===== config.mk =====
export PLATFORM = sky130hd
export DESIGN_NAME = arm64_subset_instruction_decoder
export DESIGN_NICKNAME = d
export VERILOG_FILES = /design/src/rtl/a64dec_pkg.sv /design/src/rtl/arm64_subset_instruction_decoder.sv /design/src/rtl/a64dec_decode.sv
export SDC_FILE = /design/constraint.sdc
export NUM_CORES = 1
export LEC_CHECK = 0
export BUFFER_PORTS_ARGS = -buffer_cell sky130_fd_sc_hd__clkbuf_2
export CAP_MARGIN = 15
export CORE_MARGIN = 4
export CORE_UTILIZATION = 53
export CTS_BUF_LIST = sky130_fd_sc_hd__clkbuf_4 sky130_fd_sc_hd__clkbuf_8
export DETAILED_ROUTE_END_ITERATION = 8
export PLACE_DENSITY_LB_ADDON = 0.3
export SYNTH_ARGS = -nofsm -noshare
export SYNTH_HDL_FRONTEND = slang
export SYNTH_SLANG_ARGS = --single-unit

===== constraint.sdc =====
create_clock -name clk_i -period 13.7 [get_ports clk_i]
set_clock_uncertainty 0.05 [all_clocks]
set_input_delay 2.74 -clock clk_i [delete_from_list [all_inputs] [get_ports clk_i]]
set_output_delay 2.74 -clock clk_i [all_outputs]
set_load 0.01 [all_outputs]

===== src/rtl/a64dec_pkg.sv =====
// ----------------------------------------------------------------------------
// a64dec_pkg
// Shared types and constants for the ARM64 subset instruction decoder:
// operation codes, ALU operation codes, control bit positions and the
// decoded result record.
// ----------------------------------------------------------------------------
package a64dec_pkg;

  // Operation codes; the opcode table produces all of them but LSL and LSR.
  typedef enum logic [4:0] {
    OPC_ERR   = 5'd0,
    OPC_LDURB = 5'd1,
    OPC_LDUR  = 5'd2,
    OPC_STURB = 5'd3,
    OPC_STUR  = 5'd4,
    OPC_MOVK  = 5'd5,
    OPC_MOVZ  = 5'd6,
    OPC_ADDI  = 5'd7,
    OPC_ADDS  = 5'd8,
    OPC_SUBS  = 5'd9,
    OPC_MVN   = 5'd10,
    OPC_ORR   = 5'd11,
    OPC_EOR   = 5'd12,
    OPC_ANDS  = 5'd13,
    OPC_LSL   = 5'd14,
    OPC_LSR   = 5'd15,
    OPC_UBFM  = 5'd16,
    OPC_ASR   = 5'd17,
    OPC_B     = 5'd18,
    OPC_BCOND = 5'd19,
    OPC_BL    = 5'd20,
    OPC_RET   = 5'd21,
    OPC_NOP   = 5'd22,
    OPC_HLT   = 5'd23
  } opcode_e;

  // ALU operation codes.
  typedef enum logic [3:0] {
    ALU_PLUS  = 4'd0,
    ALU_MINUS = 4'd1,
    ALU_NOT   = 4'd2,
    ALU_OR    = 4'd3,
    ALU_XOR   = 4'd4,
    ALU_AND   = 4'd5,
    ALU_MOV   = 4'd6,
    ALU_LSL   = 4'd7,
    ALU_LSR   = 4'd8,
    ALU_ASR   = 4'd9,
    ALU_PASSA = 4'd10
  } alu_op_e;

  // Control bit positions.
  localparam int unsigned CtlMemRead  = 0;
  localparam int unsigned CtlMemWrite = 1;
  localparam int unsigned CtlLoadSel  = 2;
  localparam int unsigned CtlLinkDest = 3;
  localparam int unsigned CtlRegWrite = 4;
  localparam int unsigned CtlSetFlags = 5;
  localparam int unsigned CtlImmOp    = 6;
  localparam int unsigned CtlBaseSp   = 7;
  localparam int unsigned CtlStoreSrc = 8;
  localparam int unsigned CtlWidth    = 9;

  // Fixed register numbers.
  localparam logic [4:0] RegLink = 5'd30;
  localparam logic [4:0] RegZero = 5'd31;

  // One decoded instruction.
  typedef struct packed {
    opcode_e               opcode;
    alu_op_e               alu_operation;
    logic [CtlWidth-1:0]   control_bits;
    logic [15:0]           immediate;
    logic [5:0]            move_shift;
    logic [3:0]            condition_code;
    logic [4:0]            first_source_reg;
    logic [4:0]            second_source_reg;
    logic [4:0]            dest_reg;
    logic [63:0]           next_pc;
    logic [63:0]           sequential_pc;
  } decode_result_t;

endpackage


===== src/rtl/arm64_subset_instruction_decoder.sv =====
// ----------------------------------------------------------------------------
// arm64_subset_instruction_decoder
// An accepted transaction is held in the input register, decoded and then
// captured in the result register. Throughput: one transaction per cycle
// while the result is not stalled; a stalled result also stalls the input
// once the input register is full.
// Reset: the valid flags of both registers clear; no payload is reset.
// ----------------------------------------------------------------------------
module arm64_subset_instruction_decoder (
  input  logic        clk_i,
  input  logic        rst_ni,
  input  logic        in_valid_i,
  output logic        in_stall_o,
  input  logic [31:0] insn_word_i,
  input  logic [63:0] fetch_pc_i,
  output logic        out_valid_o,
  input  logic        out_stall_i,
  output logic [4:0]  opcode_o,
  output logic [3:0]  alu_operation_o,
  output logic [8:0]  control_bits_o,
  output logic [15:0] immediate_o,
  output logic [5:0]  move_shift_o,
  output logic [3:0]  condition_code_o,
  output logic [4:0]  first_source_reg_o,
  output logic [4:0]  second_source_reg_o,
  output logic [4:0]  dest_reg_o,
  output logic [63:0] next_pc_o,
  output logic [63:0] sequential_pc_o
);
  import a64dec_pkg::*;

  logic           in_valid_q;
  logic [31:0]    insn_q;
  logic [63:0]    pc_q;
  logic           out_valid_q;
  decode_result_t result_q;
  decode_result_t result_d;
  logic           stage_adv;

  // The result stage takes a new entry when it is empty or being drained.
  assign stage_adv  = !out_valid_q || !out_stall_i;
  assign in_stall_o = in_valid_q && !stage_adv;

  // Input register.
  always_ff @(posedge clk_i or negedge rst_ni) begin
    if (!rst_ni) begin
      in_valid_q <= 1'b0;
    end else if (!in_stall_o) begin
      in_valid_q <= in_valid_i;
    end
  end

  always_ff @(posedge clk_i) begin
    if (!in_stall_o && in_valid_i) begin
      insn_q <= insn_word_i;
      pc_q   <= fetch_pc_i;
    end
  end

  // Decode logic.
  a64dec_decode u_decode (
    .insn_i   (insn_q),
    .pc_i     (pc_q),
    .result_o (result_d)
  );

  // Result register.
  always_ff @(posedge clk_i or negedge rst_ni) begin
    if (!rst_ni) begin
      out_valid_q <= 1'b0;
    end else if (stage_adv) begin
      out_valid_q <= in_valid_q;
    end
  end

  always_ff @(posedge clk_i) begin
    if (stage_adv && in_valid_q) begin
      result_q <= result_d;
    end
  end

  // Output ports.
  assign out_valid_o         = out_valid_q;
  assign opcode_o            = result_q.opcode;
  assign alu_operation_o     = result_q.alu_operation;
  assign control_bits_o      = result_q.control_bits;
  assign immediate_o         = result_q.immediate;
  assign move_shift_o        = result_q.move_shift;
  assign condition_code_o    = result_q.condition_code;
  assign first_source_reg_o  = result_q.first_source_reg;
  assign second_source_reg_o = result_q.second_source_reg;
  assign dest_reg_o          = result_q.dest_reg;
  assign next_pc_o           = result_q.next_pc;
  assign sequential_pc_o     = result_q.sequential_pc;

endmodule


===== src/rtl/a64dec_decode.sv =====
// ----------------------------------------------------------------------------
// a64dec_decode
// Combinational decode of one instruction word and its PC into the opcode,
// ALU operation, control bits, immediate, register numbers and next PCs.
// ----------------------------------------------------------------------------
module a64dec_decode (
  input  logic [31:0]                insn_i,
  input  logic [63:0]                pc_i,
  output a64dec_pkg::decode_result_t result_o
);
  import a64dec_pkg::*;

  opcode_e       op;
  logic          is_load;
  logic          is_store;
  logic          is_mov;
  logic [63:0]   seq_pc;
  logic [63:0]   br_offset;

  // Opcode table on bits 31:21.
  always_comb begin
    case (insn_i[31:21]) inside
      11'h1c2:            op = OPC_LDURB;
      11'h7c2:            op = OPC_LDUR;
      11'h1c0:            op = OPC_STURB;
      11'h7c0:            op = OPC_STUR;
      [11'h794:11'h797]:  op = OPC_MOVK;
      [11'h694:11'h697]:  op = OPC_MOVZ;
      [11'h488:11'h48b]:  op = OPC_ADDI;
      11'h558:            op = OPC_ADDS;
      11'h758:            op = OPC_SUBS;
      11'h551:            op = OPC_MVN;
      11'h550:            op = OPC_ORR;
      11'h650:            op = OPC_EOR;
      11'h750:            op = OPC_ANDS;
      [11'h69a:11'h69b]:  op = OPC_UBFM;
      [11'h49a:11'h49b]:  op = OPC_ASR;
      [11'h0a0:11'h0bf]:  op = OPC_B;
      [11'h2a0:11'h2a7]:  op = OPC_BCOND;
      [11'h4a0:11'h4bf]:  op = OPC_BL;
      11'h6b2:            op = OPC_RET;
      11'h6a8:            op = OPC_NOP;
      11'h6a2:            op = OPC_HLT;
      default:            op = OPC_ERR;
    endcase
  end

  assign is_load  = (op == OPC_LDUR)  || (op == OPC_LDURB);
  assign is_store = (op == OPC_STUR)  || (op == OPC_STURB);
  assign is_mov   = (op == OPC_MOVZ)  || (op == OPC_MOVK);
  assign seq_pc   = pc_i + 64'd4;

  // Word-scaled, sign-extended branch offset for the branch formats.
  always_comb begin
    case (op)
      OPC_BCOND:      br_offset = {{43{insn_i[23]}}, insn_i[23:5], 2'b00};
      OPC_B, OPC_BL:  br_offset = {{36{insn_i[25]}}, insn_i[25:0], 2'b00};
      default:        br_offset = 64'd0;
    endcase
  end

  // Result fields.
  always_comb begin
    result_o = '0;
    result_o.opcode = op;

    // ALU operation; the bitfield move is a right shift when imms is all ones.
    case (op)
      OPC_LDURB, OPC_LDUR, OPC_STURB, OPC_STUR, OPC_ADDI, OPC_ADDS:
                 result_o.alu_operation = ALU_PLUS;
      OPC_SUBS:  result_o.alu_operation = ALU_MINUS;
      OPC_MVN:   result_o.alu_operation = ALU_NOT;
      OPC_ORR:   result_o.alu_operation = ALU_OR;
      OPC_EOR:   result_o.alu_operation = ALU_XOR;
      OPC_ANDS:  result_o.alu_operation = ALU_AND;
      OPC_MOVK, OPC_MOVZ:
                 result_o.alu_operation = ALU_MOV;
      OPC_UBFM:  result_o.alu_operation = (insn_i[15:10] == 6'h3f) ? ALU_LSR : ALU_LSL;
      OPC_ASR:   result_o.alu_operation = ALU_ASR;
      default:   result_o.alu_operation = ALU_PASSA;
    endcase

    // Control bits.
    result_o.control_bits[CtlMemRead]  = is_load;
    result_o.control_bits[CtlLoadSel]  = is_load;
    result_o.control_bits[CtlMemWrite] = is_store;
    result_o.control_bits[CtlStoreSrc] = is_store;
    result_o.control_bits[CtlBaseSp]   = is_load || is_store;
    result_o.control_bits[CtlLinkDest] = (op == OPC_BL);
    result_o.control_bits[CtlSetFlags] = (op == OPC_ADDS) || (op == OPC_SUBS) ||
                                         (op == OPC_ANDS);
    case (op)
      OPC_LDURB, OPC_LDUR, OPC_MOVK, OPC_MOVZ, OPC_ADDI, OPC_ADDS, OPC_SUBS,
      OPC_MVN, OPC_ORR, OPC_EOR, OPC_ANDS, OPC_UBFM, OPC_ASR, OPC_BL:
               result_o.control_bits[CtlRegWrite] = 1'b1;
      default: result_o.control_bits[CtlRegWrite] = 1'b0;
    endcase
    // The unknown encoding also takes the immediate operand.
    case (op)
      OPC_ERR, OPC_LDURB, OPC_LDUR, OPC_STURB, OPC_STUR, OPC_MOVK, OPC_MOVZ,
      OPC_ADDI, OPC_MVN, OPC_LSL, OPC_LSR, OPC_UBFM, OPC_ASR:
               result_o.control_bits[CtlImmOp] = 1'b1;
      default: result_o.control_bits[CtlImmOp] = 1'b0;
    endcase

    // Immediate per format; formats without one give zero.
    if ((op == OPC_UBFM) || (op == OPC_ASR) || (op == OPC_ADDI)) begin
      result_o.immediate = {4'd0, insn_i[21:10]};
    end else if (is_load || is_store) begin
      result_o.immediate = {7'd0, insn_i[20:12]};
    end else if (is_mov) begin
      result_o.immediate = insn_i[20:5];
    end else begin
      result_o.immediate = 16'd0;
    end

    result_o.move_shift     = is_mov ? {insn_i[22:21], 4'd0} : 6'd0;
    result_o.condition_code = (op == OPC_BCOND) ? insn_i[3:0] : 4'd0;

    // Register numbers.
    result_o.first_source_reg  = (op == OPC_MOVZ) ? RegZero : insn_i[9:5];
    result_o.second_source_reg = is_store ? insn_i[4:0] : insn_i[20:16];
    result_o.dest_reg          = (op == OPC_BL) ? RegLink : insn_i[4:0];

    // Next PCs; branches are predicted taken.
    result_o.sequential_pc = seq_pc;
    case (op)
      OPC_B, OPC_BL, OPC_BCOND: result_o.next_pc = pc_i + br_offset;
      default:                  result_o.next_pc = seq_pc;
    endcase
  end

endmodule


Yosys cells after proc, flatten, opt, wreduce, memory -nomap -nowiden

Memories as Yosys holds them, arrays and structs flattened. A register that Yosys moved wholly into a read port is not among the register bits.
Cells that the tools add are included.

$add $sub $neg: 2
Multipliers: 0
Divide/modulo/power cells: 0
Order comparisons: 16
Equality and inequality tests: 32
Shift-type cells: 0
Multiplexer cells: 29
Bitwise gates (word level): 1
Reductions and logical operators: 29

Operator list:

| operator              | count |
|---|---|
| $pmux 64 s2           | 1 |
| $eq 11x11->1 const B  | 11 |
| $mux 5                | 22 |
| $ge 11x11->1 const B  | 6 |
| $le 11x11->1 const B  | 6 |
| $add 64x3->64 const B | 1 |
| $add 64x64->64        | 1 |
| $mux 64               | 1 |
| $mux 12               | 3 |
| $pmux 4 s9            | 1 |
| $eq 5x4->1 const B    | 6 |
| $eq 5x5->1 const B    | 5 |
| $eq 11x9->1 const B   | 2 |
| $eq 5x3->1 const B    | 4 |
| $ge 11x10->1 const B  | 1 |
| $ge 11x8->1 const B   | 1 |
| $le 11x10->1 const B  | 1 |
| $le 11x8->1 const B   | 1 |
| $logic_and 1x1->1     | 11 |
| $eq 5x2->1 const B    | 2 |
| $logic_or 1x1->1      | 9 |
| $eq 6x6->1 const B    | 1 |
| $reduce_or 3->1       | 2 |
| $reduce_or 6->1       | 1 |
| 5 further kinds       | 9 |

Flip-flop bits (word level): 285
Latch bits: 0
RAM bits: 0
Bits in read-only memories: 64
Output and inout port bits: 189
Memories: 2

Memories:

| name             | words | width | read ports | clocked after memory_dff | wr ports | line                | RTL |
|---|---|---|---|---|---|---|---|
| (name not given) | 32    | 1     | 1          | 1                        | 0        | a64dec_decode.sv:92 | `case (op)` |
| (name not given) | 32    | 1     | 1          | 1                        | 0        | a64dec_decode.sv:99 | `case (op)` |

Longest topological paths before layout

Gate-level depths: netlist (run 1).

Depth in word-level cells: 27
Mapped depth: 26
Mapped depth without buffers: 21

Hierarchy

Synthesis (run 1) repeated with hierarchy kept, for this count alone.

Cells, all modules: 1347
Area, all modules: 15132.0 sq um

Modules (own cells, without submodules):

| module                           | times used | cells each | area each (sq um) |
|---|---|---|---|
| arm64_subset_instruction_decoder | 1          | 291        | 8590.7 |
| a64dec_decode                    | 1          | 1056       | 6541.3 |

Worst setup path before layout (run 1)

No wires, ideal clock.

Kind: input-to-reg
From: in out_stall_i
To: reg result_q (netlist bit alu_operation_o[0]), enable pin
Arrival: 15.598 ns
Data required time: 12.657 ns
Path slack: -2.941 ns
Stages on the path: 1
Cell sequence: a21boi_0

Cells in the longest elaborated chain, start to end: 3

RTL lines:

| item                 | line                                   | RTL |
|---|---|---|
| start, declared      | arm64_subset_instruction_decoder.sv:17 | `input logic out_stall_i,` |
| $logic_not 1->1      | arm64_subset_instruction_decoder.sv:41 | `assign stage_adv = !out_valid_q \|\| !out_stall_i;` |
| $logic_or 1x1->1     | arm64_subset_instruction_decoder.sv:41 |  |
| $logic_and 1x1->1    | arm64_subset_instruction_decoder.sv:77 | `if (stage_adv && in_valid_q) begin` |
| end signal, assigned | arm64_subset_instruction_decoder.sv:78 | `result_q <= result_d;` |
| end, declared        | arm64_subset_instruction_decoder.sv:36 | `decode_result_t result_q;` |

Every way passes these cells.
A chain may end at the register's enable or synchronous reset.

==> results of run 1 <==
area by class of cell:
type | instances | area, µm² | area share (%)
multi-input cells | 1038 | 6810 | 37.61
inverters | 37 | 138.9 | 0.7670
diodes | 4 | 10.01 | 0.05528
repair buffers | 292 | 1481 | 8.181
well taps | 384 | 480.5 | 2.653
clock buffers | 61 | 752.0 | 4.153
flip-flops and latches | 277 | 8308 | 45.88
clock inverters | 16 | 126.4 | 0.6979
cells in the mapped netlist (9+ instances only):
| master | n | area share, % |
|---|---|---|
| a211oi_1 | 10 | 0.48 |
| a21o_1 | 37 | 1.8 |
| a21oi_1 | 105 | 3.4 |
| a221o_1 | 10 | 0.64 |
| a22o_1 | 21 | 1.2 |
| a31oi_1 | 10 | 0.40 |
| and2_1 | 16 | 0.64 |
| and3_1 | 20 | 0.80 |
| buf_2 | 16 | 0.51 |
| buf_4 | 14 | 0.67 |
| clkbuf_1 | 42 | 1.0 |
| edfxtp_1 | 275 | 53 |
| ha_1 | 66 | 5.3 |
| inv_1 | 35 | 0.84 |
| nand2_1 | 144 | 3.5 |
| nand2b_1 | 14 | 0.56 |
| nand3_1 | 46 | 1.5 |
| nand4_1 | 41 | 1.6 |
| nor2_1 | 134 | 3.2 |
| nor3_1 | 23 | 0.74 |
| o21a_1 | 9 | 0.43 |
| o21ai_0 | 52 | 1.7 |
| o21bai_1 | 15 | 0.72 |
| xnor2_1 | 69 | 3.9 |
| xor2_1 | 43 | 2.4 |
state kept, by name, indices dropped and copies added (netlist names):
name / cells
opcode_o: 5
alu_operation_o: 4
second_source_reg_o: 5
pc_q: 64
next_pc_o: 64
in_valid_q: 1
move_shift_o: 2
dest_reg_o: 5
condition_code_o: 4
first_source_reg_o: 5
out_valid_o: 1
control_bits_o: 7
sequential_pc_o: 62
insn_q: 32
immediate_o: 16
cells by family (layout without fill, tap and decap cells):
kind of cell	count (synthesis)	after routing	share of synthesized area, %
buffers and inverters	112	406	3.171
flip-flops	277	277	53.30
AO/OA/AOI/OAI	345	345	15.01
AND/OR/NAND/NOR	504	504	16.33
XOR/XNOR	113	113	6.398
other	1	8	0.02406
adder cells (fa/ha/maj)	67	67	5.426
multiplexers	5	5	0.3371
metal layers:
| metal | part of all wire (%) | wire length [µm] | vias up |
|---|---|---|---|
| met3 | 6.8 | 2870 | 99 |
| met4 | 3.6 | 1516 | 0 |
| met5 | 0 | 0 | - |
| li1 | - | - | 5870 |
| met2 | 47 | 19820 | 582 |
| met1 | 43 | 18220 | 5939 |
where the power goes:
part	internal (mW)	leakage, nW	switching (mW)
Sequential	1.01	2.67	0.0458
Clock	0.393	0.472	0.319
Combinational	0.0764	4.44	0.132
Total	1.48	7.58	0.497
metrics by stage:
| step | hold WS, ns | instances | util, % | area [µm²] |
|---|---|---|---|---|
| floorplan | 0.3503 | 1427 | - | 15600 |
| global placement | 0.3593 | 2028 | 59.67 | 17220 |
| detailed placement | 0.3580 | 2028 | 59.67 | 17220 |
| CTS | 0.3718 | 2105 | 62.71 | 18100 |
| global route | 0.3923 | 2109 | 62.75 | 18110 |
| finish | 0.3689 | 2109 | 62.75 | 18110 |
how the worst max path moves through the flow:
stage	from	end	slack (ns)	cells past startpoint
5_1_grt	insn_q[22]	next_pc_o[60]	5.91	21
6_report	insn_q[23]	next_pc_o[60]	6.47	22
2_1_floorplan	out_stall_i	alu_operation_o[0]	2.14	1
3_5_place_dp	insn_q[22]	next_pc_o[60]	6.54	22
3_3_place_gp	insn_q[22]	next_pc_o[60]	6.81	22
4_1_cts	insn_q[23]	next_pc_o[60]	6.51	22
worst reg2reg max path, stage by stage, from the launching register on:
cell,delay (ns)
edfxtp_1,0.58
a311o_1,0.44
a221oi_2,0.26
o21ai_1,0.16
nand2_1,0.12
nor4_1,0.09
inv_1,0.12
ha_1,0.36
or4b_1,0.53
a21boi_4,0.64
or2_2,0.24
buf_4,0.64
and2_1,0.26
ha_1,0.35
a21oi_1,0.27
nand3_1,0.15
a221oi_1,0.38
o31ai_1,0.17
nor3_2,0.22
a2111oi_2,0.16
o211a_1,0.26
or3_1,0.30
a31o_1,0.23
==> flow_metrics.py, run 1 <==
metrics = {
    "synthesis": {
        "yosysUniqueCellTypes": 85,
        "yosysWarnings": 0,
        "yosysSeqAreaShare_pct": 53.30,
        "synth-seq-cells": 277,
        "async_flop_share_pct": 0.7220,
        "syn_area_per_cell_um2": 10.95,
        "syn_area_um2": 15590,
        "synth_cells": 1424,
        "synthFlopType": "edfxtp_1",
        "synth_edf_count": 275,
    },
    "placed_design": {
        "place_ws_ns": 6.538,
        "dp_hpwl_mm": 31.10,
        "gp_congestion": 0.9100,
        "io_buffers": 284,
    },
    "timing": {
        "finalSetupTns_ns": 0,
        "slew_headroom_pct": 25.58,
        "setup_viol": 0,
        "drv_slew": 0,
        "fin_crit_ns": 7.228,
        "worst_slack_ns": 6.472,
        "fmaxAchievable_ghz": 0.1383,
        "rsz0062_at_grt": "no",
        "final_hold_viol_count": 0,
        "worst_slew_pin_slew_ns": 1.116,
        "min_period_over_period_pct": 52.76,
    },
    "power_and_ir_drop": {
        "power.total_mw": 1.976,
        "p_per_area_nw_per_um2": 109.1,
        "p_leak_nw": 7.583,
        "irDropWorstVdd_uv": 92.42,
    },
    "critical_path": {
        "r2r_start": "insn_q[23]",
        "critPathMaxStageDelay_ns": 0.64,
        "crit_required_ns": 13.94,
        "setup.worst_path.end_class": "flop",
        "timing.rr.end": "next_pc_o[60]",
        "worst_path_max_delay_cell": "a21boi_4",
        "critical_path.top_delay_family": "compound AO/OA/AOI/OAI gates",
        "cpMostUsedCell": "ha_1",
        "r2r_cells": 22,
        "critical_path.cell_chain": "a311o_1 -> a221oi_2 -> o21ai_1 -> nand2_1 -> nor4_1 -> inv_1 -> ha_1 -> or4b_1 -> a21boi_4 -> or2_2 -> buf_4 -> and2_1 -> ha_1 -> a21oi_1 -> nand3_1 -> a221oi_1 -> o31ai_1 -> nor3_2 -> a2111oi_2 -> o211a_1 -> or3_1 -> a31o_1",
        "cp-start-kind": "flop",
        "path_buf_inv": 2,
        "r2r_slack_ns": 6.47,
        "cp.arrival_ns": 7.47,
        "critPathMaxFanout": 84,
        "critical_path_class": "reg -> reg",
    },
    "clock_tree": {
        "clkSinkCount": 277,
        "clock_latency_ns": 0.56,
        "htreeDepth": 2,
        "cts_setup_buffers": 0,
        "clk_pin_slew_ns": 0.06,
        "cts_buffer_depth": 3,
        "numCtsBuffers": 45,
        "cts_root_buffer": "clkbuf_8",
        "cts_resized": 0,
        "cts_tree": "built",
        "hold_buffers": 0,
    },
    "job": {
        "maxCapViolCount": 0,
    },
    "min_path": {
        "min_path_type": "reg -> reg",
        "min_from": "pc_q[0]",
        "hold_end": "next_pc_o[0]",
        "hold_path_depth": 0,
    },
    "grt": {
        "met1_usage_pct": 34.15,
        "grt_pass1_wl_mm": 65.94,
        "grt.overflow.total": 0,
        "grt_antenna_before_repair": 4,
        "grt_pass1_vias": 12154,
        "use_met3_pct": 3.921,
        "grt_max_degree": 86,
        "met2_usage_pct": 41.05,
        "grt_busiest_layer": "met2",
        "gr-usage-all-layers_pct": 25.12,
    },
    "drt": {
        "drtIter0Drc": 951,
        "firstDrtPassIters": 5,
        "wl_mm": 42.42,
        "wl_per_cell_um": 20.12,
        "postRouteAntennaNets": 0,
        "vias_per_cell": 5.922,
        "post-route-drc-count": 0,
        "num_vias": 12490,
    },
    "floorplanning": {
        "std_cell_rows": 62,
        "io_pins": 289,
        "core_area_um2": 28860,
        "die_w_um": 179.5,
        "die_y_um": 179.5,
        "initial_core_util_pct": 54.01,
        "die_area_um2": 32220,
    },
    "final_layout": {
        "fillers": 2392,
        "final_cell_mix": "284 x clkbuf_2, 275 x edfxtp_1, 144 x nand2_1, 134 x nor2_1, 105 x a21oi_1",
        "finalNetCount": 1858,
        "layout-area-overhead-vs-synth_pct": 16.17,
        "drive_above_1_share_pct": 23.30,
        "final_common_cell": "clkbuf_2",
    },
    "status": {
        "status": "finished clean",
    },
}
No activity file was read; power rests on OpenSTA's default activity.
==> run 2, diff against run 1 <==
--- a/config.mk
+++ b/config.mk
@@ -8,7 +8,7 @@
 export BUFFER_PORTS_ARGS = -buffer_cell sky130_fd_sc_hd__clkbuf_2
 export CAP_MARGIN = 15
 export CORE_MARGIN = 4
-export CORE_UTILIZATION = 53
+export CORE_UTILIZATION = 58
 export CTS_BUF_LIST = sky130_fd_sc_hd__clkbuf_4 sky130_fd_sc_hd__clkbuf_8
 export DETAILED_ROUTE_END_ITERATION = 8
 export PLACE_DENSITY_LB_ADDON = 0.3
==> constraint.sdc (replaced) <==
create_clock -name clk_i -period 6.7 [get_ports clk_i]
set_clock_uncertainty 0.05 [all_clocks]
set_input_delay 1.34 -clock clk_i [delete_from_list [all_inputs] [get_ports clk_i]]
set_output_delay 1.34 -clock clk_i [all_outputs]
set_load 0.01 [all_outputs]
==> flow_metrics.py, run 2 (synthesis gave the netlist of run 1 again) <==
metrics = {
    "final_layout": {
        "layout-area-overhead-vs-synth_pct": 16.62,
        "final_area_um2": 18180,
        "finalNetCount": 1869,
        "drive_above_1_share_pct": 23.88,
        "final_cell_mix": "284 x clkbuf_2, 275 x edfxtp_1, 144 x nand2_1, 134 x nor2_1, 105 x a21oi_1",
        "final_core_util_pct": 69.17,
        "final_common_cell": "clkbuf_2",
        "instances_no_fill": 2074,
    },
    "job": {
        "maxCapViolCount": 0,
    },
    "power_and_ir_drop": {
        "power_frac_comb_pct": 10.7,
        "p_int_mw": 2.997,
        "p_seq_share_pct": 53.7,
        "power.total_mw": 4.008,
        "irDropWorstVdd_uv": 200.3,
        "clkPwrFrac_pct": 35.5,
        "p_leak_nw": 7.620,
        "p_sw_share_pct": 25.23,
        "p_per_area_nw_per_um2": 220.5,
        "switchingPower_mw": 1.011,
    },
    "drt": {
        "vias_per_cell": 5.959,
        "drtIter0Drc": 1177,
        "postRouteAntennaNets": 0,
        "wl_mm": 41.38,
        "firstDrtPassIters": 5,
        "wl_per_cell_um": 19.95,
        "post-route-drc-count": 0,
        "num_vias": 12359,
    },
    "critical_path": {
        "cp.arrival_ns": 6.59,
        "r2r_start": "insn_q[24]",
        "path_buf_inv": 3,
        "cp-start-kind": "flop",
        "critPathMaxStageDelay_ns": 0.57,
        "critical_path_class": "reg -> reg",
        "setup.worst_path.end_class": "flop",
        "r2r_cells": 22,
        "crit_required_ns": 6.95,
        "cp-startpoint": "insn_q[24]",
        "r2r_slack_ns": 0.36,
        "critical_path.cell_chain": "a311o_1 -> a221oi_2 -> o21ai_1 -> nand2_1 -> nor4_2 -> inv_1 -> ha_1 -> or4b_1 -> a21boi_4 -> buf_12 -> buf_4 -> a22o_1 -> ha_1 -> nand4_1 -> nor3_1 -> o31ai_2 -> a2111oi_4 -> o211ai_1 -> a2111oi_4 -> nor2_1 -> xnor2_1 -> mux2_1",
        "worst_path_max_delay_cell": "a2111oi_4",
        "timing.rr.end": "next_pc_o[58]",
        "critical_path.top_delay_family": "compound AO/OA/AOI/OAI gates",
        "critPathMaxFanout": 13,
    },
    "floorplanning": {
        "die_w_um": 171.9,
        "std_cell_rows": 59,
        "die_y_um": 171.9,
        "initial_core_util_pct": 59.31,
        "io_pins": 289,
        "core_area_um2": 26280,
        "die_area_um2": 29560,
    },
    "clock_tree": {
        "clkSinkCount": 277,
        "cts_tree": "built",
        "clock_latency_ns": 0.56,
        "cts_buffer_depth": 3,
        "hold_buffers": 0,
        "cts_root_buffer": "clkbuf_8",
        "htreeDepth": 2,
        "clk_pin_slew_ns": 0.06,
        "numCtsBuffers": 45,
    },
    "min_path": {
        "min_from": "pc_q[1]",
        "hold_end": "next_pc_o[1]",
        "min_path_type": "reg -> reg",
        "hold_path_depth": 0,
    },
    "placed_design": {
        "dp_hpwl_mm": 30.01,
        "dp_cells": 1987,
        "io_buffers": 284,
        "gp_congestion": 0.9292,
        "place_area_um2": 17230,
        "place_ws_ns": 0.1886,
    },
    "status": {
        "status": "finished clean",
    },
    "timing": {
        "setup_viol": 0,
        "min_period_over_period_pct": 94.61,
        "final_hold_viol_count": 0,
        "fin_crit_ns": 6.339,
        "worst_slew_pin_slew_ns": 1.164,
        "worst_slack_ns": 0.3613,
        "drv_slew": 0,
        "fmaxAchievable_ghz": 0.1578,
        "slew_headroom_pct": 22.21,
        "rsz0062_at_grt": "no",
        "finalSetupTns_ns": 0,
        "holdWs_ns": 0.3663,
    },
    "grt": {
        "grt_max_degree": 180,
        "gr-usage-all-layers_pct": 26.98,
        "grt.overflow.total": 0,
        "grt_antenna_before_repair": 5,
        "grt_pass1_vias": 11917,
        "grt_pass1_wl_mm": 63.18,
    },
}
run 2: changes by cell type in the layout (fill, tap and decap cells not counted), sizes merged:
cell      previous run  this run
buf                  8        19
clkbuf             345       347
clkinvlp             0         2
bufinv               2         1
diode                4         5
inv                 38        37
run 2: routing by layer:
layer / routed length, µm / share of wire (%) / vias to the layer above / global-route usage (%)
met5: 0 / 0 / - / 0
met1: 17830 / 43 / 5830 / 38.24
met4: 1323 / 3.2 / 0 / 9.774
met2: 19380 / 47 / 525 / 42.87
li1: - / - / 5913 / -
met3: 2845 / 6.9 / 91 / 3.909
run 2: cell type report:
class / count / area [µm²]
diodes: 5 / 12.51
clock buffers: 63 / 767.0
clock inverters: 16 / 96.34
fillers: 2013 / 8103
inverters: 37 / 138.9
multi-input cells: 1038 / 6847
flip-flops and latches: 277 / 8308
well taps: 335 / 419.2
repair buffers: 303 / 1589
run 2: how the worst max path moves through the flow:
stage	endpoint	cells after the start
4_1_cts	next_pc_o[62]	21
3_3_place_gp	next_pc_o[36]	21
6_report	next_pc_o[58]	22
2_1_floorplan	next_pc_o[60]	23
5_1_grt	next_pc_o[58]	22
3_5_place_dp	next_pc_o[60]	21
run 2: worst reg2reg max path, stage by stage, from the launching register on:
cell	delay, ns
edfxtp_1	0.55
a311o_1	0.40
a221oi_2	0.27
o21ai_1	0.17
nand2_1	0.14
nor4_2	0.07
inv_1	0.12
ha_1	0.33
or4b_1	0.52
a21boi_4	0.19
buf_12	0.15
buf_4	0.17
a22o_1	0.16
ha_1	0.25
nand4_1	0.18
nor3_1	0.28
o31ai_2	0.19
a2111oi_4	0.47
o211ai_1	0.28
a2111oi_4	0.57
nor2_1	0.12
xnor2_1	0.14
mux2_1	0.31
run 2: power groups by stage:
stage / sequential, mW / clock [mW] / combinational [mW]
2_1_floorplan: 2.21 / 0 / 0.221
3_3_place_gp: 2.18 / 0 / 0.421
3_5_place_dp: 2.19 / 0 / 0.429
4_1_cts: 2.15 / 1.45 / 0.432
5_1_grt: 2.16 / 1.54 / 0.474
6_report: 2.15 / 1.42 / 0.430
run 2: timing repair:
action / CTS / global route
buffers inserted: 0 / 3
resized for setup: 0 / 6
endpoints found under the setup margin: 0 / 22
